===== config.mk =====
export PLATFORM = sky130hd
export DESIGN_NAME = fet_div
export DESIGN_NICKNAME = d
export VERILOG_FILES = /design/src/rtl/fet_pkg.sv /design/src/rtl/fet_div.sv
export SDC_FILE = /design/constraint.sdc
export NUM_CORES = 1
export LEC_CHECK = 0
export BUFFER_PORTS_ARGS = -buffer_cell sky130_fd_sc_hd__buf_2
export CORE_MARGIN = 2
export CORE_UTILIZATION = 25
export DETAILED_ROUTE_END_ITERATION = 12
export GPL_TIMING_DRIVEN = 0
export MAX_ROUTING_LAYER = met4
export PLACE_DENSITY_LB_ADDON = 0.15
export RECOVER_POWER = 25
export REMOVE_ABC_BUFFERS = 1
export SLEW_MARGIN = 20
export SYNTH_ARGS = -nofsm -noshare
export SYNTH_HDL_FRONTEND = slang
export SYNTH_SLANG_ARGS = --single-unit

===== constraint.sdc =====
create_clock -name clk -period 2.9 [get_ports clk]
set_input_delay 0.87 -clock clk [delete_from_list [all_inputs] [get_ports clk]]
set_output_delay 0.87 -clock clk [all_outputs]
set_load 0.01 [all_outputs]

===== src/rtl/fet_pkg.sv =====
// Shared types and constants for the flash erase-once tracker.
// Holds the sequencer control word, status bundle, result kinds and sizing.
// No dependencies.
package fet_pkg;

	// Map sizing: one bit per erase block, stored as rows of 64 bits
	localparam int NumBlocks = 4096;
	localparam int BlkW      = $clog2(NumBlocks);
	localparam int RowBits   = 64;
	localparam int RowSelW   = $clog2(RowBits);
	localparam int NumRows   = NumBlocks / RowBits;
	localparam int RowIdxW   = $clog2(NumRows);
	localparam int MaxSpan   = 63;

	// Field widths
	localparam int AddrW  = 32;
	localparam int LenW   = 25;
	localparam int BsW    = 17;
	localparam int BcW    = 13;
	localparam int DivW   = AddrW + 1;
	localparam int DivCntW = $clog2(DivW + 1);
	localparam int PcW    = 4;

	// Configuration register indexes
	localparam logic [7:0] CfgBlockSize  = 8'd0;
	localparam logic [7:0] CfgBlockCount = 8'd1;

	typedef enum logic [1:0] {
		KIND_ERASE  = 2'd0,
		KIND_WRITE  = 2'd1,
		KIND_REJECT = 2'd2
	} kind_t;

	typedef enum logic [3:0] {
		OP_NONE,
		OP_ACCEPT,
		OP_DIV_INIT,
		OP_DIV_STEP,
		OP_SPAN,
		OP_MEM_RD,
		OP_ROW_LOAD,
		OP_BIT,
		OP_MEM_WR,
		OP_EMIT_WRITE,
		OP_EMIT_REJECT
	} op_t;

	typedef enum logic [3:0] {
		C_NEVER,
		C_ALWAYS,
		C_NO_INPUT,
		C_LEN_ZERO,
		C_CFG_BAD,
		C_DIV_BUSY,
		C_OUT_RANGE,
		C_ROW_OPEN,
		C_WALK_MORE
	} cond_t;

	typedef struct packed {
		op_t            op;
		cond_t          cond;
		logic [PcW-1:0] target;
	} ctrl_word_t;

	typedef struct packed {
		logic in_valid;
		logic len_zero;
		logic cfg_bad;
		logic div_busy;
		logic out_range;
		logic row_open;
		logic walk_more;
	} stat_t;

endpackage


===== src/rtl/fet_div.sv =====
// Two-lane restoring divider, one quotient bit per lane per cycle.
// Gives the first and last block of a span. Depends on fet_pkg for widths.
module fet_div
	import fet_pkg::*;
(
	input  logic            clk,
	input  logic            arst_n,
	input  logic            init,
	input  logic            step,
	input  logic [DivW-1:0] dvd_a,
	input  logic [DivW-1:0] dvd_b,
	input  logic [BsW-1:0]  dvsr,
	output logic [DivW-1:0] q_a,
	output logic [DivW-1:0] q_b,
	output logic            busy
);

	logic [DivW-1:0]    qa_q, qb_q;
	logic [BsW-1:0]     ra_q, rb_q;
	logic [DivCntW-1:0] cnt_q;
	logic [BsW:0]       sa, sb, da, db;
	logic               ga, gb;

	// Shift in the next dividend bit and trial-subtract the divisor
	always_comb begin
		sa = {ra_q, qa_q[DivW-1]};
		sb = {rb_q, qb_q[DivW-1]};
		ga = sa >= {1'b0, dvsr};
		gb = sb >= {1'b0, dvsr};
		da = ga ? sa - {1'b0, dvsr} : sa;
		db = gb ? sb - {1'b0, dvsr} : sb;
	end

	always_ff @(posedge clk or negedge arst_n) begin
		if (!arst_n) begin
			cnt_q <= '0;
		end else if (init) begin
			cnt_q <= DivCntW'(DivW);
		end else if (step) begin
			cnt_q <= cnt_q - 1'b1;
		end
	end

	// Quotient bits enter at the bottom as dividend bits leave at the top
	always_ff @(posedge clk) begin
		if (init) begin
			qa_q <= dvd_a;
			qb_q <= dvd_b;
			ra_q <= '0;
			rb_q <= '0;
		end else if (step) begin
			qa_q <= {qa_q[DivW-2:0], ga};
			qb_q <= {qb_q[DivW-2:0], gb};
			ra_q <= da[BsW-1:0];
			rb_q <= db[BsW-1:0];
		end
	end

	assign q_a  = qa_q;
	assign q_b  = qb_q;
	assign busy = cnt_q > DivCntW'(1);

endmodule


==> metrics, run 1 <==
Post-CTS Hold Buffers=0; EDFF count, synth=66; P_sw=around 1.1 mW; P&R area growth vs syn=25.29%; Sink Count=106; final hold slack=between 300 and 400 ps; Slew @ Worst Pin=800.2 ps; Crit Reg-Reg Endpoint=q_b[0]$_DFFE_PP_; Pins Over Slew Limit=0; RR Startpoint=q_b[32]$_DFFE_PP_; final setup fails=0; grt ovf=0; Root Buffer=clkbuf_16; std cell rows=58; die width=164.0 µm; TritonCTS clock tree=yes; clock-pin slew on the worst setup and hold paths=80 ps; Critical Path RT=3200 ps; mean post-synth cell area=10.55 µm²; clock share of power=32.4%; clock buffer depth=2; switch share=between 20% and 30%; Comb power frac=between 10% and 20%; Pleak=~3.2 nW; Peak VDD IR=0.0002362 V; Initial Utilization=25.40%; worst-path maximum fanout=9; vias in the first global route=5241; Min-Delay Path Class=primary input to asynchronous set/reset pin; global route hottest layer=met2; worst skew pair latency=360 ps; commonest non-fill, non-tap cell in the layout=buf_2; Post-synth top flop=edfxtp_1; CTS buffer count=9; layout cells sized above 1=~34%; max_slew headroom=46.65%; Final Cycle Share=96.17%; Syn Inst Count=roughly 600; crit path DAT=3090 ps; Setup crit end kind=register; FMAX=358.6 MHz; nets=880; register area share after synthesis=43.97%; Max Cap Viol=0; fillcell total=2636; largest net degree at the start of global routing=53; number of distinct library cells after synthesis=68; sequential power share=47.8%; final cell utilization of the core=between 30% and 40%; total number of vias=5259; gp weighted congestion=0.7955; gr usage total=about 14%; status=complete, no violations; met3 usage in global routing=3.712%; Worst Setup Start Kind=primary input; flops & latches, synth=106; GR Layer Usage met1=18.98%; H-tree levels=3; internal power=2.694 mW; hpwl dp=between 10000 and 15000 µm; initial antenna violation count=3; DRC violations left=0; Reg2Reg Setup Slack=270 ps; clk_skew=14.18 ps; die area=0.02688 mm²; Total Wirelength=17940 µm; most frequent cells in the layout=132 x buf_2, 66 x mux2_2, 66 x edfxtp_1; die height=164.0 µm; io pins=154; depth of the most critical reg-to-reg path=10; DRT antenna net count=0; Fin Setup TNS=0 ps; share of the synthesized area in the top cell type=30.99%; Setup CP Type=primary input to register; Synth Warn #=0; Power, Total=3.805 mW; drt initial violations=273; Synth area leader=edfxtp_1; Power Dens Cells=474.8 mW/mm²; TritonRoute pass-1 iters=4; fraction of registers with async set/reset=5.660%; M2 GR Usage=around 20%; Critical Path End=ra_q[13]$_SDFFE_PP0P_; I/O Buffers=153; WL per Instance=16.42 µm; Hold Fails Final Rpt=0; vias per inst=4.812; mapped cell area=roughly 0.0064 mm²; first-pass GRT wire length=roughly 28000 µm; Synth area leaders=edfxtp_1 31%, mux2_2 12%, dfxtp_1 11%; Crit. Startpoint=dvsr[0]; Final min period=2789 ps; Core Footprint=0.02518 mm²
[routing by layer]
| metal | vias to the layer above | share of wire (%) | wire length [µm] |
|---|---|---|---|
| met3 | 14 | 6.8 | 1214 |
| met5 | - | 0 | 0 |
| li1 | 2586 | - | - |
| met1 | 2504 | 50 | 8887 |
| met4 | 0 | 1.2 | 214 |
| met2 | 155 | 43 | 7628 |
[power by group through the flow]
stage	sequential (mW)	clock, mW	combinational [mW]
floorplan	1.89	0	0.383
global placement	1.86	0	0.731
detailed placement	1.85	0	0.739
CTS	1.82	1.29	0.746
global route	1.84	1.34	0.833
finish	1.82	1.23	0.750
[synth_stat cells (3+ instances only)]
| cell type | instances |
|---|---|
| a31oi_1 | 7 |
| a32oi_1 | 10 |
| buf_6 | 3 |
| nor3b_1 | 3 |
| nand3_1 | 10 |
| o211ai_1 | 5 |
| xor2_1 | 9 |
| dfxtp_1 | 34 |
| nor4_1 | 6 |
| nor2_1 | 34 |
| nand4_1 | 4 |
| o31a_1 | 3 |
| nor2b_1 | 3 |
| xnor2_1 | 16 |
| o21ai_0 | 38 |
| o21ai_1 | 4 |
| a21o_1 | 6 |
| mux2_2 | 66 |
| nor3_1 | 8 |
| mux2i_1 | 9 |
| ha_1 | 36 |
| a211oi_1 | 8 |
| o31ai_1 | 6 |
| nand2b_1 | 5 |
| a211o_1 | 4 |
| a311oi_1 | 9 |
| inv_1 | 33 |
| dfrtp_1 | 6 |
| nand2_1 | 51 |
| a31o_2 | 3 |
| o21a_1 | 9 |
| clkbuf_1 | 19 |
| a21oi_1 | 28 |
| edfxtp_1 | 66 |
[layout make-up]
type | count | area (µm²) | share of cell area [%]
multi-input cells | 441 | 3491 | 43.56
flip-flops and latches | 106 | 2813 | 35.10
repair buffers | 164 | 877.1 | 10.94
well taps | 330 | 412.9 | 5.152
clock buffers | 10 | 229.0 | 2.857
inverters | 33 | 126.4 | 1.577
clock inverters | 6 | 57.56 | 0.7182
diodes | 3 | 7.507 | 0.09368
[what timing repair did]
item | in CTS | in global routing
cloned | 0 | 0
pin swaps | 3 | 5
setup buffers | 6 | 2
setup endpoints to repair | 36 | 33
resized for setup | 10 | 19
[flip-flops by register name (all words and copies together) (netlist names)]
register and flops:
q_b 33, cnt_q 6, ra_q 17, q_a 33
rb_q 17
[per-stage QoR]
stage               cell area, µm²  instances  worst slack (ps)
finish                        8014       1093             111.1
detailed placement            7547       1066            -885.8
global placement              7450       1063             -3503
CTS                           7923       1088             12.38
global route                  8014       1093            -10.57
floorplan                     6271        580            -398.5
[worst max-delay path, stage by stage]
cell	delay (ps)
buf_2	120
ha_1	210
inv_1	70
fa_2	260
a211oi_4	100
o21ai_2	310
a31oi_4	160
o31a_4	440
a2111oi_2	380
a21o_1	180
[logic make-up (layout without fill, tap and decap cells)]
group                    count (synthesis)  in the layout  synth area share (%)
multiplexers                            75             75                 13.03
AO/OA/AOI/OAI                          163            163                 17.59
other                                    0              3                     0
XOR/XNOR                                25             25                 3.423
adder cells (fa/ha/maj)                 38             38                 7.668
flip-flops                             106            106                 43.97
buffers and inverters                   59            213                 3.893
AND/OR/NAND/NOR                        140            140                 10.43
[worst min path at each step]
| stage | from | end | depth (start not counted) |
|---|---|---|---|
| floorplan | rb_q[2]$_SDFFE_PP0P_ | rb_q[2]$_SDFFE_PP0P_ | 2 |
| global placement | rb_q[2]$_SDFFE_PP0P_ | rb_q[2]$_SDFFE_PP0P_ | 2 |
| detailed placement | rb_q[2]$_SDFFE_PP0P_ | rb_q[2]$_SDFFE_PP0P_ | 2 |
| CTS | arst_n | cnt_q[3]$_DFFE_PN0P_ | 1 |
| global route | arst_n | cnt_q[5]$_DFFE_PN0P_ | 1 |
| finish | arst_n | cnt_q[5]$_DFFE_PN0P_ | 1 |
(Power assumes the default switching activity.)
==> inputs of run 2 (changes only) <==
--- a/config.mk
+++ b/config.mk
@@ -5,6 +5,7 @@
 export SDC_FILE = /design/constraint.sdc
 export NUM_CORES = 1
 export LEC_CHECK = 0
+export ABC_AREA = 1
 export BUFFER_PORTS_ARGS = -buffer_cell sky130_fd_sc_hd__buf_2
 export CORE_MARGIN = 2
 export CORE_UTILIZATION = 25
==> constraint.sdc (replaced) <==
create_clock -name clk -period 3.1 [get_ports clk]
set_input_delay 0.93 -clock clk [delete_from_list [all_inputs] [get_ports clk]]
set_output_delay 0.93 -clock clk [all_outputs]
set_load 0.01 [all_outputs]
==> metrics, run 2 <==
die width=172.7 µm; Initial Utilization=25.47%; clock-pin slew on the worst setup and hold paths=90 ps; fin area=around 0.0086 mm²; Max Cap Viol=0; most common cell in the netlist=nand2_1; layout cells sized above 1=15.01%; Placed Cells incl. Taps=1521; first-pass GRT wire length=33840 µm; DRT antenna net count=0; Post-synth top flop=edfxtp_1; gp weighted congestion=0.8045; XOR/XNOR share of the synthesized area=1.724%; hpwl dp=15770 µm; mux cell area share after synthesis=0%; initial antenna violation count=5; Synth Area in Compound Gates=2.620%; Fin Setup TNS=0 ps; Total Wirelength=21120 µm; drt initial violations=about 320; Crit Reg-Reg Endpoint=ra_q[14]$_SDFFE_PP0P_; Setup CP Type=primary input to register; worst-path maximum fanout=19; DRC violations left=0; Synth area leader=edfxtp_1; Worst Setup Start Kind=primary input; depth of the most critical reg-to-reg path=15; number of distinct library cells after synthesis=45; clk_skew=12.42 ps; Post-CTS Resized=0; CTS buffer count=9; register area share after synthesis=39.54%; RSZ-0062 raised after global routing=no; Comb power frac=29.6%; Area after DPL=0.008322 mm²; clock share of power=29.5%; share of the synthesized area in the top cell type=27.86%; Hold Fails Final Rpt=0; Synth Area in Adders=6.894%; largest family of logic cells by synthesized area=simple AND/OR/NAND/NOR gates; sequential power share=between 40 and 50%; Synth Warn #=0; total number of vias=6396; Post-Layout Cell Count=1543; flops & latches, synth=106; Sink Count=between 100 and 150; crit path DAT=3100 ps; clock buffer depth=2; Root Buffer=clkbuf_16; io pins=154; max_slew headroom=about 45%; setup bufs post-CTS=0; Pins Over Slew Limit=0; Reg2Reg Setup Slack=440 ps; final setup fails=0; grt ovf=0; Core Footprint=0.02793 mm²; commonest cells in the synthesized netlist=476 x nand2_1, 142 x inv_1, 69 x nand3_1; vias in the first global route=~6200; P_sw=1.641 mW; die area=0.02982 mm²; FMAX=roughly 360 MHz; P&R area growth vs syn=20.66%; worst skew pair latency=between 300 and 400 ps; Post-CTS Hold Buffers=0; EDFF count, synth=66; Setup crit end kind=register; WL per Instance=13.69 µm; status=complete, no violations; Power Dens Cells=509.7 mW/mm²; most frequent cells in the layout=476 x nand2_1, 141 x inv_1, 97 x buf_2; gr usage total=14.59%; Final Cycle Share=90.17%; I/O Buffers=153; internal power=2.734 mW; Syn Inst Count=around 1000; pre-CTS WS=-57.56 ps; Simple-Gate Fraction of Synth Area=39.25%; largest net degree at the start of global routing=72; TritonCTS clock tree=yes; commonest non-fill, non-tap cell in the layout=nand2_1; Final min period=~2800 ps; nets=1279; Pleak=4.492 nW; Critical Path RT=~3400 ps; switch share=37.51%; Synth area leaders=edfxtp_1 28%, nand2_1 25%, dfxtp_1 9.6%; post-route setup slack=304.7 ps; Slew @ Worst Pin=821.5 ps; mean post-synth cell area=7.023 µm²; vias per inst=4.145; Peak VDD IR=0.0002410 V; fraction of registers with async set/reset=between 5 and 6%; Min-Delay Path Class=primary input to asynchronous set/reset pin; RR Startpoint=q_a[32]$_DFFE_PP_; TritonRoute pass-1 iters=5; std cell rows=61; H-tree levels=3; die height=172.7 µm; mapped cell area=0.007114 mm²
## run 2: changes by cell type in the layout (fill, tap and decap cells not counted), moves of 30 or more
cell | before | now
clkbuf_1 | 21 | 55
inv_1 | 32 | 141
buf_2 | 132 | 97
nand3_1 | 10 | 69
nand2_1 | 49 | 476
mux2_2 | 66 | 0
o21ai_0 | 37 | 7
## run 2: power groups by stage
stage	sequential [mW]	clock [mW]	combinational, mW
3_3_place_gp	1.82	0	1.32
5_1_grt	1.81	1.39	1.49
6_report	1.79	1.29	1.30
3_5_place_dp	1.81	0	1.33
2_1_floorplan	1.83	0	0.862
4_1_cts	1.79	1.35	1.33
## run 2: critical path: stages
cell and delay (ps):
buf_2 100, inv_1 170, ha_1 340, nand2_1 90, nand2_1 60, nand2_1 50
nand2_1 70, and3_1 180, nor2_4 470, nand2_4 340, nand2_1 150, nand3_1 90
nand2_1 70
## run 2: routing by layer
metal	global-route usage, %	up-vias	part of all wire [%]
met4	3.249	0	1.1
met3	4.771	13	7.4
met1	19.33	2769	49
met5	-	-	0
met2	21.60	175	42
li1	-	3439	-
## run 2: cell families (layout without fill, tap and decap cells)
group | after synthesis | after routing
flip-flops | 106 | 106
XOR/XNOR | 14 | 14
other | 0 | 6
AND/OR/NAND/NOR | 644 | 644
buffers and inverters | 176 | 322
AO/OA/AOI/OAI | 35 | 35
adder cells (fa/ha/maj) | 38 | 38
## run 2: worst max-delay path by stage
stage          depth (start not counted)  slack (ps)                    end     start
5_1_grt                               14         110  ra_q[14]$_SDFFE_PP0P_  dvsr[15]
6_report                              13         300  ra_q[14]$_SDFFE_PP0P_  dvsr[11]
2_1_floorplan                          2        -760       q_a[0]$_DFFE_PP_      step
4_1_cts                               13         320  ra_q[10]$_SDFFE_PP0P_  dvsr[11]
3_5_place_dp                          13         -60  ra_q[10]$_SDFFE_PP0P_  dvsr[11]
3_3_place_gp                           3       -4430      q_a[14]$_DFFE_PP_      init
## run 2: layout make-up
class                      count  area (µm²)
timing repair buffer         157       794.5
inverter                     149       565.5
antenna                        6       15.01
multi-input combinational    731        3607
fill                        3136       19350
sequential                   106        2813
clock inverter                 7       91.34
tap                          378       473.0
clock buffer                   9       225.2
## run 2: stage by stage
step	power, mW	util (%)	hold WS (ps)
detailed placement	3.146	29.79	467.2
finish	4.376	30.73	430.1
global placement	3.138	29.37	462.5
floorplan	2.697	-	439.7
CTS	4.469	30.92	370.8
global route	4.691	30.72	456.0
