`config.mk`:
```
export PLATFORM = sky130hd
export DESIGN_NAME = fet_seq
export DESIGN_NICKNAME = d
export VERILOG_FILES = /design/src/rtl/fet_pkg.sv /design/src/rtl/fet_seq.sv
export SDC_FILE = /design/constraint.sdc
export NUM_CORES = 1
export LEC_CHECK = 0
export BUFFER_PORTS_ARGS = -buffer_cell sky130_fd_sc_hd__buf_2
export CAP_MARGIN = 20
export CELL_PAD_IN_SITES_DETAIL_PLACEMENT = 1
export CELL_PAD_IN_SITES_GLOBAL_PLACEMENT = 2
export CORE_MARGIN = 2
export CORE_UTILIZATION = 28
export CTS_BUF_LIST = sky130_fd_sc_hd__clkbuf_2 sky130_fd_sc_hd__clkbuf_4 sky130_fd_sc_hd__clkbuf_8
export DETAILED_ROUTE_END_ITERATION = 8
export PLACE_DENSITY_LB_ADDON = 0.08
export SYNTH_ARGS = -nofsm -noshare
export SYNTH_HDL_FRONTEND = slang
export SYNTH_SLANG_ARGS = --single-unit
```
`constraint.sdc`:
```
create_clock -name clk -period 2.1 [get_ports clk]
set_clock_uncertainty 0.2 [all_clocks]
set_input_delay 0.315 -clock clk [delete_from_list [all_inputs] [get_ports clk]]
set_output_delay 0.315 -clock clk [all_outputs]
set_load 0.005 [all_outputs]
```
`src/rtl/fet_pkg.sv`:
```
// Shared types and constants for the flash erase-once tracker.
// Holds the sequencer control word, status bundle, result kinds and sizing.
// No dependencies.
package fet_pkg;

	// Map sizing: one bit per erase block, stored as rows of 64 bits
	localparam int NumBlocks = 4096;
	localparam int BlkW      = $clog2(NumBlocks);
	localparam int RowBits   = 64;
	localparam int RowSelW   = $clog2(RowBits);
	localparam int NumRows   = NumBlocks / RowBits;
	localparam int RowIdxW   = $clog2(NumRows);
	localparam int MaxSpan   = 63;

	// Field widths
	localparam int AddrW  = 32;
	localparam int LenW   = 25;
	localparam int BsW    = 17;
	localparam int BcW    = 13;
	localparam int DivW   = AddrW + 1;
	localparam int DivCntW = $clog2(DivW + 1);
	localparam int PcW    = 4;

	// Configuration register indexes
	localparam logic [7:0] CfgBlockSize  = 8'd0;
	localparam logic [7:0] CfgBlockCount = 8'd1;

	typedef enum logic [1:0] {
		KIND_ERASE  = 2'd0,
		KIND_WRITE  = 2'd1,
		KIND_REJECT = 2'd2
	} kind_t;

	typedef enum logic [3:0] {
		OP_NONE,
		OP_ACCEPT,
		OP_DIV_INIT,
		OP_DIV_STEP,
		OP_SPAN,
		OP_MEM_RD,
		OP_ROW_LOAD,
		OP_BIT,
		OP_MEM_WR,
		OP_EMIT_WRITE,
		OP_EMIT_REJECT
	} op_t;

	typedef enum logic [3:0] {
		C_NEVER,
		C_ALWAYS,
		C_NO_INPUT,
		C_LEN_ZERO,
		C_CFG_BAD,
		C_DIV_BUSY,
		C_OUT_RANGE,
		C_ROW_OPEN,
		C_WALK_MORE
	} cond_t;

	typedef struct packed {
		op_t            op;
		cond_t          cond;
		logic [PcW-1:0] target;
	} ctrl_word_t;

	typedef struct packed {
		logic in_valid;
		logic len_zero;
		logic cfg_bad;
		logic div_busy;
		logic out_range;
		logic row_open;
		logic walk_more;
	} stat_t;

endpackage

```
`src/rtl/fet_seq.sv`:
```
// Microcode sequencer: step counter, control-word table and jump logic.
// Depends on fet_pkg for the control word and status types.
module fet_seq
	import fet_pkg::*;
(
	input  logic  clk,
	input  logic  arst_n,
	input  stat_t stat,
	input  logic  hold,
	output op_t   op
);

	// Step numbers of the program
	localparam logic [PcW-1:0] StIdle   = 4'd0;
	localparam logic [PcW-1:0] StZero   = 4'd1;
	localparam logic [PcW-1:0] StCfg    = 4'd2;
	localparam logic [PcW-1:0] StDiv    = 4'd3;
	localparam logic [PcW-1:0] StSpan   = 4'd4;
	localparam logic [PcW-1:0] StRowRd  = 4'd5;
	localparam logic [PcW-1:0] StRowLd  = 4'd6;
	localparam logic [PcW-1:0] StBit    = 4'd7;
	localparam logic [PcW-1:0] StRowWr  = 4'd8;
	localparam logic [PcW-1:0] StWrite  = 4'd9;
	localparam logic [PcW-1:0] StReject = 4'd10;

	logic [PcW-1:0] pc_q;
	ctrl_word_t     cw;
	logic           take;

	// Control store
	function automatic ctrl_word_t rom(input logic [PcW-1:0] pc);
		ctrl_word_t w;
		case (pc)
			StIdle:   w = '{op: OP_ACCEPT,      cond: C_NO_INPUT,  target: StIdle};
			StZero:   w = '{op: OP_NONE,        cond: C_LEN_ZERO,  target: StWrite};
			StCfg:    w = '{op: OP_DIV_INIT,    cond: C_CFG_BAD,   target: StReject};
			StDiv:    w = '{op: OP_DIV_STEP,    cond: C_DIV_BUSY,  target: StDiv};
			StSpan:   w = '{op: OP_SPAN,        cond: C_OUT_RANGE, target: StReject};
			StRowRd:  w = '{op: OP_MEM_RD,      cond: C_NEVER,     target: StIdle};
			StRowLd:  w = '{op: OP_ROW_LOAD,    cond: C_NEVER,     target: StIdle};
			StBit:    w = '{op: OP_BIT,         cond: C_ROW_OPEN,  target: StBit};
			StRowWr:  w = '{op: OP_MEM_WR,      cond: C_WALK_MORE, target: StRowRd};
			StWrite:  w = '{op: OP_EMIT_WRITE,  cond: C_ALWAYS,    target: StIdle};
			StReject: w = '{op: OP_EMIT_REJECT, cond: C_ALWAYS,    target: StIdle};
			default:  w = '{op: OP_NONE,        cond: C_ALWAYS,    target: StIdle};
		endcase
		return w;
	endfunction

	assign cw = rom(pc_q);
	assign op = cw.op;

	// Select the jump condition
	always_comb begin
		case (cw.cond)
			C_NEVER:     take = 1'b0;
			C_ALWAYS:    take = 1'b1;
			C_NO_INPUT:  take = !stat.in_valid;
			C_LEN_ZERO:  take = stat.len_zero;
			C_CFG_BAD:   take = stat.cfg_bad;
			C_DIV_BUSY:  take = stat.div_busy;
			C_OUT_RANGE: take = stat.out_range;
			C_ROW_OPEN:  take = stat.row_open;
			C_WALK_MORE: take = stat.walk_more;
			default:     take = 1'b1;
		endcase
	end

	// Advance the step counter unless the output stage stalls
	always_ff @(posedge clk or negedge arst_n) begin
		if (!arst_n) begin
			pc_q <= StIdle;
		end else if (!hold) begin
			pc_q <= take ? cw.target : pc_q + 1'b1;
		end
	end

endmodule

```
==> results.sh, run 1 <==
export IMPL_outcome="finished clean"
export IMPL_crit_required_ns=2.02
export IMPL_setup_viol=0
export IMPL_yosys_warnings=0
export IMPL_power_uw=1060
export IMPL_cts_tree="built"
export IMPL_wire_per_inst_um=13.6
export IMPL_wl_mm=1.47
export IMPL_critPathMaxStageDelay_ns=0.41
export IMPL_synthCells=62
export IMPL_hold_viol_final=0
export IMPL_top_register="pc_q"
export IMPL_cts_sinks=4
export IMPL_slew_headroom=0.714
export IMPL_grt_overflow=0
export IMPL_grt_max_degree=14
export IMPL_drt_iter0_markers=3
export IMPL_syn2layout_area_growth_pct=32.7
export IMPL_gp_congestion=0.727
export IMPL_synth_async_reset_ratio=1.00
export IMPL_synth_ff_type="dfrtp_1"
export IMPL_yosys_area_top_type="dfrtp_1"
export IMPL_cp_arrival_ns=1.95
export IMPL_top_regs="pc_q: 4 flops"
export IMPL_dpl_hpwl_mm=1.16
export IMPL_dr_pass1_iters=4
export IMPL_rsz0062_at_grt="false"
export IMPL_cts_buffers=3
export IMPL_antenna_found_initial=0
export IMPL_clockBufferDepth=2
export IMPL_synth_top_cells_by_area="dfrtp_1 (18%), ha_1 (14%), nor2b_1 (8.0%), mux2i_1 (7.3%), a32oi_4 (5.0%)"
export IMPL_dieArea_sq_mm=0.00232
export IMPL_final_max_slew_violation_count=0
export IMPL_htree_num_levels=1
export IMPL_tightest_slew_ns=0.429
export IMPL_die_y_um=48.2
export IMPL_max_freq_mhz=493
export IMPL_synth_simple_area_share=0.288
export IMPL_pin_count=14
export IMPL_fin_crit_sh=0.966
export IMPL_die_x_um=48.2
export IMPL_path_cells="buf_4 -> ha_1 -> and4bb_2 -> nor3_2 -> a2111o_1 -> o311a_1"
export IMPL_critPathKind="flip-flop to flip-flop"
export IMPL_drc=0
export IMPL_cellPowerDensity_mw_per_mm2=1460
export IMPL_synthAdderAreaFrac=0.137
export IMPL_syn_mean_instance_area_sq_um=8.82
export IMPL_portBuffers=13
export IMPL_yosysTopAreaCellShare=0.183
export IMPL_vdd_drop_max_mv=0.482
export IMPL_clk_latency_ns=0.24
export IMPL_fin_util=0.407
export IMPL_max_cap_violations=0
export IMPL_antennaDiodeCount=0
export IMPL_largest_reg_flops=4
export IMPL_drive_gt1_frac=0.398
export IMPL_grt_pass1_wl_mm=2.20
export IMPL_synth_compound_area_frac=0.236
export IMPL_synthMuxAreaShare=0.101
export IMPL_ys_seq_elements=4
export IMPL_core_area_sq_mm=0.00178
export IMPL_root_buffer="clkbuf_4"
export IMPL_final_cell_mix="buf_2 (13), nor2b_1 (7), buf_4 (7)"
export IMPL_hold_worst_slack_ns=0.208
export IMPL_hold_class="input pin to async pin"
export IMPL_syn_area_sq_um=547
export IMPL_setup_tns_ns=0
export IMPL_synth_xor_area_share=0
export IMPL_synth_distinct_cells=32
export IMPL_initial_core_util=0.307
export IMPL_grt_pass1_vias=504
export IMPL_final_net_count=101
export IMPL_startpoint_type="flip-flop"
export IMPL_via_per_inst=4.99
export IMPL_p_leak_uw=0.000354
export IMPL_fin_crit_ns=2.03
export IMPL_drtAntennaViolNets=0
export IMPL_crit_path_end_kind="flip-flop"
export IMPL_synth_top_family_by_area="simple AND/OR/NAND/NOR gates"
export IMPL_crit_fanout=4
export IMPL_grt_usage=0.139
export IMPL_vias=539
export IMPL_synth_edff_count=0
export IMPL_row_count=15
export IMPL_ys_seq_area_frac=0.183
export IMPL_path_clk_slew_ns=0.04
export IMPL_synth_fp_nets=78
export IMPL_cp_slowest_cell="a2111o_1"
export IMPL_layout_commonest_cell="buf_2"
==> final cells by class <==
type	instances	area, sq um
tap	25	31.3
fill	232	1060
clock buffer	3	22.5
multi-input combinational	51	429
sequential	4	100
inverter	4	15.0
timing repair buffer	21	128
==> what timing repair did <==
item | CTS | global route
gates resized for setup | 1 | 2
setup buffers | 0 | 1
hold buffers | 1 | 0
hold endpoints to repair | 4 | 0
endpoints found under the setup margin | 1 | 1
==> synth_stat cells (2+ instances only) <==
master	instances
o21ai_0	3
nor2_1	4
dfrtp_1	4
clkbuf_1	2
nand2b_1	2
inv_1	4
mux2i_1	4
nand2_1	4
nor2b_1	7
ha_1	6
==> kinds of logic after synthesis <==
| kind of cell | Yosys count |
|---|---|
| multiplexers | 5 |
| buffers and inverters | 7 |
| AND/OR/NAND/NOR | 26 |
| AO/OA/AOI/OAI | 14 |
| flip-flops | 4 |
| adder cells (fa/ha/maj) | 6 |
==> critical path, delay by kind of cell (launching register included) <==
| kind | cells | cell delay (ns) |
|---|---|---|
| adder cells (fa/ha/maj) | 1 | 0.25 |
| flip-flops | 1 | 0.39 |
| AND/OR/NAND/NOR | 2 | 0.40 |
| AO/OA/AOI/OAI | 2 | 0.52 |
| buffers and inverters | 1 | 0.15 |
==> final timing paths <==
kind | start | end | slack (ns) | cells after the start
max reg2reg | pc_q[0]$_DFFE_PN0N_ | pc_q[2]$_DFFE_PN0N_ | 0.07 | 6
min reg2reg | pc_q[1]$_DFFE_PN0N_ | pc_q[3]$_DFFE_PN0N_ | 0.55 | 3
min | arst_n | pc_q[0]$_DFFE_PN0N_ | 0.21 | 2
max | pc_q[0]$_DFFE_PN0N_ | pc_q[2]$_DFFE_PN0N_ | 0.07 | 6
max in group asynchronous | arst_n | pc_q[2]$_DFFE_PN0N_ | 1.37 | 2
min in group clk | hold | pc_q[0]$_DFFE_PN0N_ | 0.30 | 2
==> per-stage QoR <==
| stage | worst slack (ns) | cell area, sq um | std cells |
|---|---|---|---|
| after floorplan | 0.0147 | 547 | 62 |
| after global placement | 0.0834 | 673 | 103 |
| after detailed placement | 0.0668 | 673 | 103 |
| after CTS | 0.0387 | 718 | 107 |
| after global routing | 0.00200 | 726 | 108 |
| final | 0.0704 | 726 | 108 |
==> layer usage <==
metal	vias to the layer above	wire, um	GRT usage
met3	2	61	0.0222
met2	14	700	0.224
met1	253	693	0.188
li1	270	-	-
met4	0	11	0.0486
met5	-	0	0
==> power by group <==
| part | total [uW] | switching [uW] | leakage (uW) | internal, uW |
|---|---|---|---|---|
| Combinational | 792 | 376 | 0.000291 | 416 |
| Sequential | 172 | 58.4 | 0.0000492 | 113 |
| Clock | 97.5 | 33.5 | 0.0000138 | 64.1 |
| Total | 1060 | 468 | 0.000354 | 593 |
No activity file was read; power rests on OpenSTA's default activity.
==> run 2: changes to the inputs <==
==> constraint.sdc (replaced) <==
create_clock -name clk -period 2.1 [get_ports clk]
set_clock_uncertainty 0.2 [all_clocks]
set_input_delay 0.315 -clock clk [delete_from_list [all_inputs] [get_ports clk]]
set_output_delay 0.315 -clock clk [all_outputs]
set_load 0.05 [all_outputs]
==> run 2 against run 1 <==
  * Power is 28% higher
  * Combinational power is 38% higher
  * Global-route usage increased by 0.19 points
  * Core utilization up 4.1 points
  * Flip-flop and latch count unchanged
  * Clock-buffer cell count unchanged
  * Sequential power is 3% higher
==> results.sh, run 2 (synthesized netlist as in run 1, its figures left out) <==
export IMPL_globalRouteMet1Util=0.189
export IMPL_htree_num_levels=1
export IMPL_tightest_slew_ns=0.427
export IMPL_top_regs="pc_q: 4 flops"
export IMPL_drtAntennaViolNets=0
export IMPL_combPwrFrac=0.802
export IMPL_core_area_sq_mm=0.00178
export IMPL_vias=548
export IMPL_met2_usage=0.229
export IMPL_crit_required_ns=2.01
export IMPL_grt_overflow=0
export IMPL_use_met3=0.0444
export IMPL_path_clk_slew_ns=0.04
export IMPL_antenna_found_initial=0
export IMPL_critPathMaxStageDelay_ns=0.42
export IMPL_max_cap_violations=0
export IMPL_hold_class="input pin to async pin"
export IMPL_drc=0
export IMPL_portBuffers=13
export IMPL_gp_congestion=0.741
export IMPL_dr_pass1_iters=4
export IMPL_cts_buffers=3
export IMPL_setup_tns_ns=0
export IMPL_dpl_hpwl_mm=1.15
export IMPL_drt_iter0_markers=6
export IMPL_clockBufferDepth=2
export IMPL_grt_pass1_vias=493
export IMPL_crit_fanout=5
export IMPL_cellPowerDensity_mw_per_mm2=1710
export IMPL_startpoint_type="flip-flop"
export IMPL_p_clk_frac=0.069
export IMPL_path_cells="buf_4 -> buf_4 -> ha_4 -> and4bb_2 -> nor3_2 -> a2111o_1 -> o311a_1"
export IMPL_internal_power_uw=701
export IMPL_root_buffer="clkbuf_4"
export IMPL_p_switching_uw=662
export IMPL_grt_usage=0.141
export IMPL_placed_cell_area_sq_um=684
export IMPL_grt_pass1_wl_mm=2.24
export IMPL_max_freq_mhz=486
export IMPL_largest_reg_flops=4
export IMPL_pin_count=14
export IMPL_cts_sinks=4
export IMPL_fin_util=0.448
export IMPL_cp_arrival_ns=1.97
export IMPL_syn2layout_area_growth_pct=46.0
export IMPL_crit_path_end_kind="flip-flop"
export IMPL_cpMostUsedCell="buf_4"
export IMPL_busiest_layer="met2"
export IMPL_fin_crit_ns=2.06
export IMPL_cts_tree="built"
export IMPL_critPathKind="flip-flop to flip-flop"
export IMPL_wl_mm=1.51
export IMPL_p_sw_frac=0.486
export IMPL_die_x_um=48.2
export IMPL_p_leak_uw=0.000383
export IMPL_via_per_inst=4.85
export IMPL_final_max_slew_violation_count=0
export IMPL_antennaDiodeCount=0
export IMPL_final_net_count=106
export IMPL_wire_per_inst_um=13.3
export IMPL_setup_viol=0
export IMPL_grt_max_degree=14
export IMPL_row_count=15
export IMPL_outcome="finished clean"
export IMPL_initial_core_util=0.307
export IMPL_fin_crit_sh=0.981
export IMPL_p_seq_frac=0.129
export IMPL_drive_gt1_frac=0.477
export IMPL_stdcell_area_sq_um=798
export IMPL_vdd_drop_max_mv=0.880
export IMPL_cp_slowest_cell="a2111o_1"
export IMPL_top_register="pc_q"
export IMPL_final_cell_mix="buf_2 (11), buf_4 (11), nor2b_1 (6)"
export IMPL_critical_path_top_delay_family="compound AO/OA/AOI/OAI gates"
export IMPL_die_y_um=48.2
export IMPL_clk_latency_ns=0.23
export IMPL_path_buf_inv=2
export IMPL_hold_worst_slack_ns=0.210
export IMPL_slew_headroom=0.716
export IMPL_hold_viol_final=0
export IMPL_dieArea_sq_mm=0.00232
==> run 2: power by group through the flow <==
stage	clock network [uW]	registers, uW	logic, uW
6_report	93.8	177	1090
4_1_cts	98.1	174	983
3_3_place_gp	0	191	905
2_1_floorplan	0	162	673
3_5_place_dp	0	189	908
5_1_grt	102	182	1200
==> run 2: final cells by class <==
type / instances / area, sq um
fillers: 225 / 985
multi-input cells: 51 / 448
repair buffers: 26 / 181
flip-flops and latches: 4 / 100
well taps: 25 / 31.3
clock buffers: 3 / 22.5
inverters: 4 / 15.0
==> run 2: final timing paths <==
kind | end | startpoint | depth (start not counted) | slack [ns]
min in group clk | pc_q[0]$_DFFE_PN0N_ | hold | 2 | 0.31
worst max-delay path | pc_q[2]$_DFFE_PN0N_ | pc_q[1]$_DFFE_PN0N_ | 7 | 0.04
worst min-delay path | pc_q[1]$_DFFE_PN0N_ | arst_n | 2 | 0.21
worst min register to register | pc_q[0]$_DFFE_PN0N_ | pc_q[0]$_DFFE_PN0N_ | 3 | 0.57
max in group asynchronous | pc_q[3]$_DFFE_PN0N_ | arst_n | 2 | 1.37
worst max register to register | pc_q[2]$_DFFE_PN0N_ | pc_q[1]$_DFFE_PN0N_ | 7 | 0.04
==> run 2: what timing repair did <==
action,4_1_cts,5_1_grt
gates resized for setup,3,10
pin swaps,0,3
hold endpoints to repair,4,0
hold buffers,1,0
setup buffers,2,3
endpoints found under the setup margin,3,1
==> run 2: routing by layer <==
layer	vias to the layer above	part of all wire	wire length, um
met5	-	0	0
met4	0	0	0
met3	0	0.033	49
li1	283	-	-
met1	254	0.48	717
met2	11	0.49	739
==> run 2: stage by stage <==
stage	setup WS [ns]	cells	total power (uW)
2_1_floorplan	-0.0214	62	834
3_3_place_gp	0.0839	104	1100
3_5_place_dp	0.0221	104	1100
4_1_cts	0.00683	110	1260
5_1_grt	-0.0111	113	1480
6_report	0.0406	113	1360
==> run 3: changes to the inputs <==
- BUFFER_PORTS_ARGS: -buffer_cell sky130_fd_sc_hd__buf_2 -> -buffer_cell sky130_fd_sc_hd__clkbuf_2
==> run 3 against run 2 <==
  * Setup slack gained 0.052 ns
  * Sequential share of layout area grew 1.4 points
  * Register-to-register slack better by 0.06 ns
  * Sequential power decreased by 3%
  * First-iteration DRC count rose by 100%
  * Hold slack improved by 0.0017 ns
  * Combinational power decreased by 14%
  * Power decreased by 12%
  * Maximum frequency grew 2.6%
  * Critical endpoint is now op[0]
  * Core utilization down 4.4 points
==> results.sh, run 3 (synthesized netlist as in run 1, its figures left out) <==
export IMPL_critPathKind="flip-flop to output pin"
export IMPL_drtAntennaViolNets=0
export IMPL_gp_congestion=0.737
export IMPL_cp_arrival_ns=1.49
export IMPL_dieArea_sq_mm=0.00232
export IMPL_die_x_um=48.2
export IMPL_setup_viol=0
export IMPL_drive_gt1_frac=0.395
export IMPL_final_net_count=99
export IMPL_root_buffer="clkbuf_4"
export IMPL_hold_viol_final=0
export IMPL_rsz0062_at_grt="false"
export IMPL_n_fill_cell=232
export IMPL_power_uw=1200
export IMPL_hold_class="input pin to async pin"
export IMPL_layout_commonest_cell="clkbuf_2"
export IMPL_drc=0
export IMPL_clockBufferDepth=2
export IMPL_largest_reg_flops=4
export IMPL_antennaDiodeCount=0
export IMPL_fin_cells=106
export IMPL_core_area_sq_mm=0.00178
export IMPL_path_clk_slew_ns=0.04
export IMPL_dr_pass1_iters=4
export IMPL_tightest_slew_ns=0.465
export IMPL_grt_overflow=0
export IMPL_cellPowerDensity_mw_per_mm2=1670
export IMPL_regToRegSetupSlack_ns=0.10
export IMPL_wire_per_inst_um=13.7
export IMPL_initial_core_util=0.307
export IMPL_crit_required_ns=1.58
export IMPL_seq_area_sq_um=100
export IMPL_top_register="pc_q"
export IMPL_placed_cell_area_sq_um=669
export IMPL_wl_mm=1.45
export IMPL_cts_tree="built"
export IMPL_outcome="finished clean"
export IMPL_portBuffers=13
export IMPL_vias=549
export IMPL_drt_iter0_markers=12
export IMPL_grt_max_degree=14
export IMPL_fin_util=0.404
export IMPL_via_per_inst=5.18
export IMPL_crit_fanout=6
export IMPL_final_max_slew_violation_count=0
export IMPL_r2r_end="pc_q[2]$_DFFE_PN0N_"
export IMPL_dpl_hpwl_mm=1.16
export IMPL_row_count=15
export IMPL_pin_count=14
export IMPL_rr_startpoint="pc_q[0]$_DFFE_PN0N_"
export IMPL_grt_usage=0.149
export IMPL_max_freq_mhz=498
export IMPL_final_cell_mix="clkbuf_2 (12), nor2b_1 (7), buf_4 (5)"
export IMPL_crit_path_end_kind="output pin"
export IMPL_syn2layout_area_growth_pct=31.6
export IMPL_antenna_found_initial=0
export IMPL_clk_latency_ns=0.24
export IMPL_slew_headroom=0.690
export IMPL_dp_cells=102
export IMPL_top_regs="pc_q: 4 flops"
export IMPL_cts_sinks=4
export IMPL_grt_pass1_wl_mm=2.24
export IMPL_setup_tns_ns=0
export IMPL_stdcell_area_sq_um=719
export IMPL_grt_pass1_vias=466
export IMPL_fin_crit_sh=0.956
export IMPL_startpoint_type="flip-flop"
export IMPL_fin_crit_ns=2.01
export IMPL_cts_buffers=3
export IMPL_p_leak_uw=0.000350
export IMPL_die_y_um=48.2
export IMPL_htree_num_levels=1
export IMPL_vdd_drop_max_mv=0.740
export IMPL_max_cap_violations=0
export IMPL_multi_input_area_sq_um=432
export IMPL_r2r_cells=6
[run 3: cell types whose count changed in the layout (fill, tap and decap cells not counted), sizes merged]
cell / previous run / this run
buf: 25 / 6
clkbuf: 3 / 15
[run 3: how the worst max path moves through the flow]
stage	start	cells past startpoint	slack (ns)	endpoint
after global placement	pc_q[0]$_DFFE_PN0N_	6	0.05	pc_q[2]$_DFFE_PN0N_
after global routing	pc_q[0]$_DFFE_PN0N_	6	0.01	op[0]
final	pc_q[0]$_DFFE_PN0N_	6	0.09	op[0]
after detailed placement	pc_q[0]$_DFFE_PN0N_	6	0.07	pc_q[2]$_DFFE_PN0N_
after CTS	pc_q[0]$_DFFE_PN0N_	6	0.008	op[0]
after floorplan	pc_q[3]$_DFFE_PN0N_	3	-0.02	op[3]
[run 3: worst max-delay path, stage by stage, from the launching register on]
cell     delay (ns)
dfrtp_1        0.37
inv_1          0.08
ha_2           0.31
inv_1          0.09
mux2i_1        0.08
o21ai_2        0.14
buf_6          0.17
[run 3: layer usage]
| layer | vias up | wire [um] | global-route usage |
|---|---|---|---|
| met5 | - | 0 | 0 |
| met1 | 265 | 692 | 0.199 |
| met3 | 4 | 56 | 0.0556 |
| met2 | 14 | 678 | 0.221 |
| met4 | 0 | 21 | 0.0486 |
| li1 | 266 | - | - |
[run 3: power breakdown]
| group | total, uW | switching (uW) | internal [uW] |
|---|---|---|---|
| logic | 932 | 533 | 399 |
| registers | 172 | 58.8 | 113 |
| clock network | 101 | 36.3 | 64.2 |
| total | 1200 | 628 | 576 |
[run 3: final cells by class]
cell class                 instances  share of cell area
clock buffer                       3              0.0313
inverter                           4              0.0209
multi-input combinational         51               0.600
sequential                         4               0.139
tap                               25              0.0435
timing repair buffer              19               0.165
[run 3: metrics by stage]
step,setup slack (ns),hold slack [ns]
floorplan,-0.0214,-0.181
global placement,0.0538,-0.0679
detailed placement,0.0682,-0.0670
CTS,0.00826,0.211
global route,0.0102,0.220
finish,0.0929,0.212
[run 3: what timing repair did]
item                                   in CTS  in global routing
setup buffers                               0                  0
hold buffers                                1                  0
setup endpoints to repair                   1                  3
endpoints found under the hold margin       4                  0
pin swaps                                   0                  1
resized for setup                           1                  6
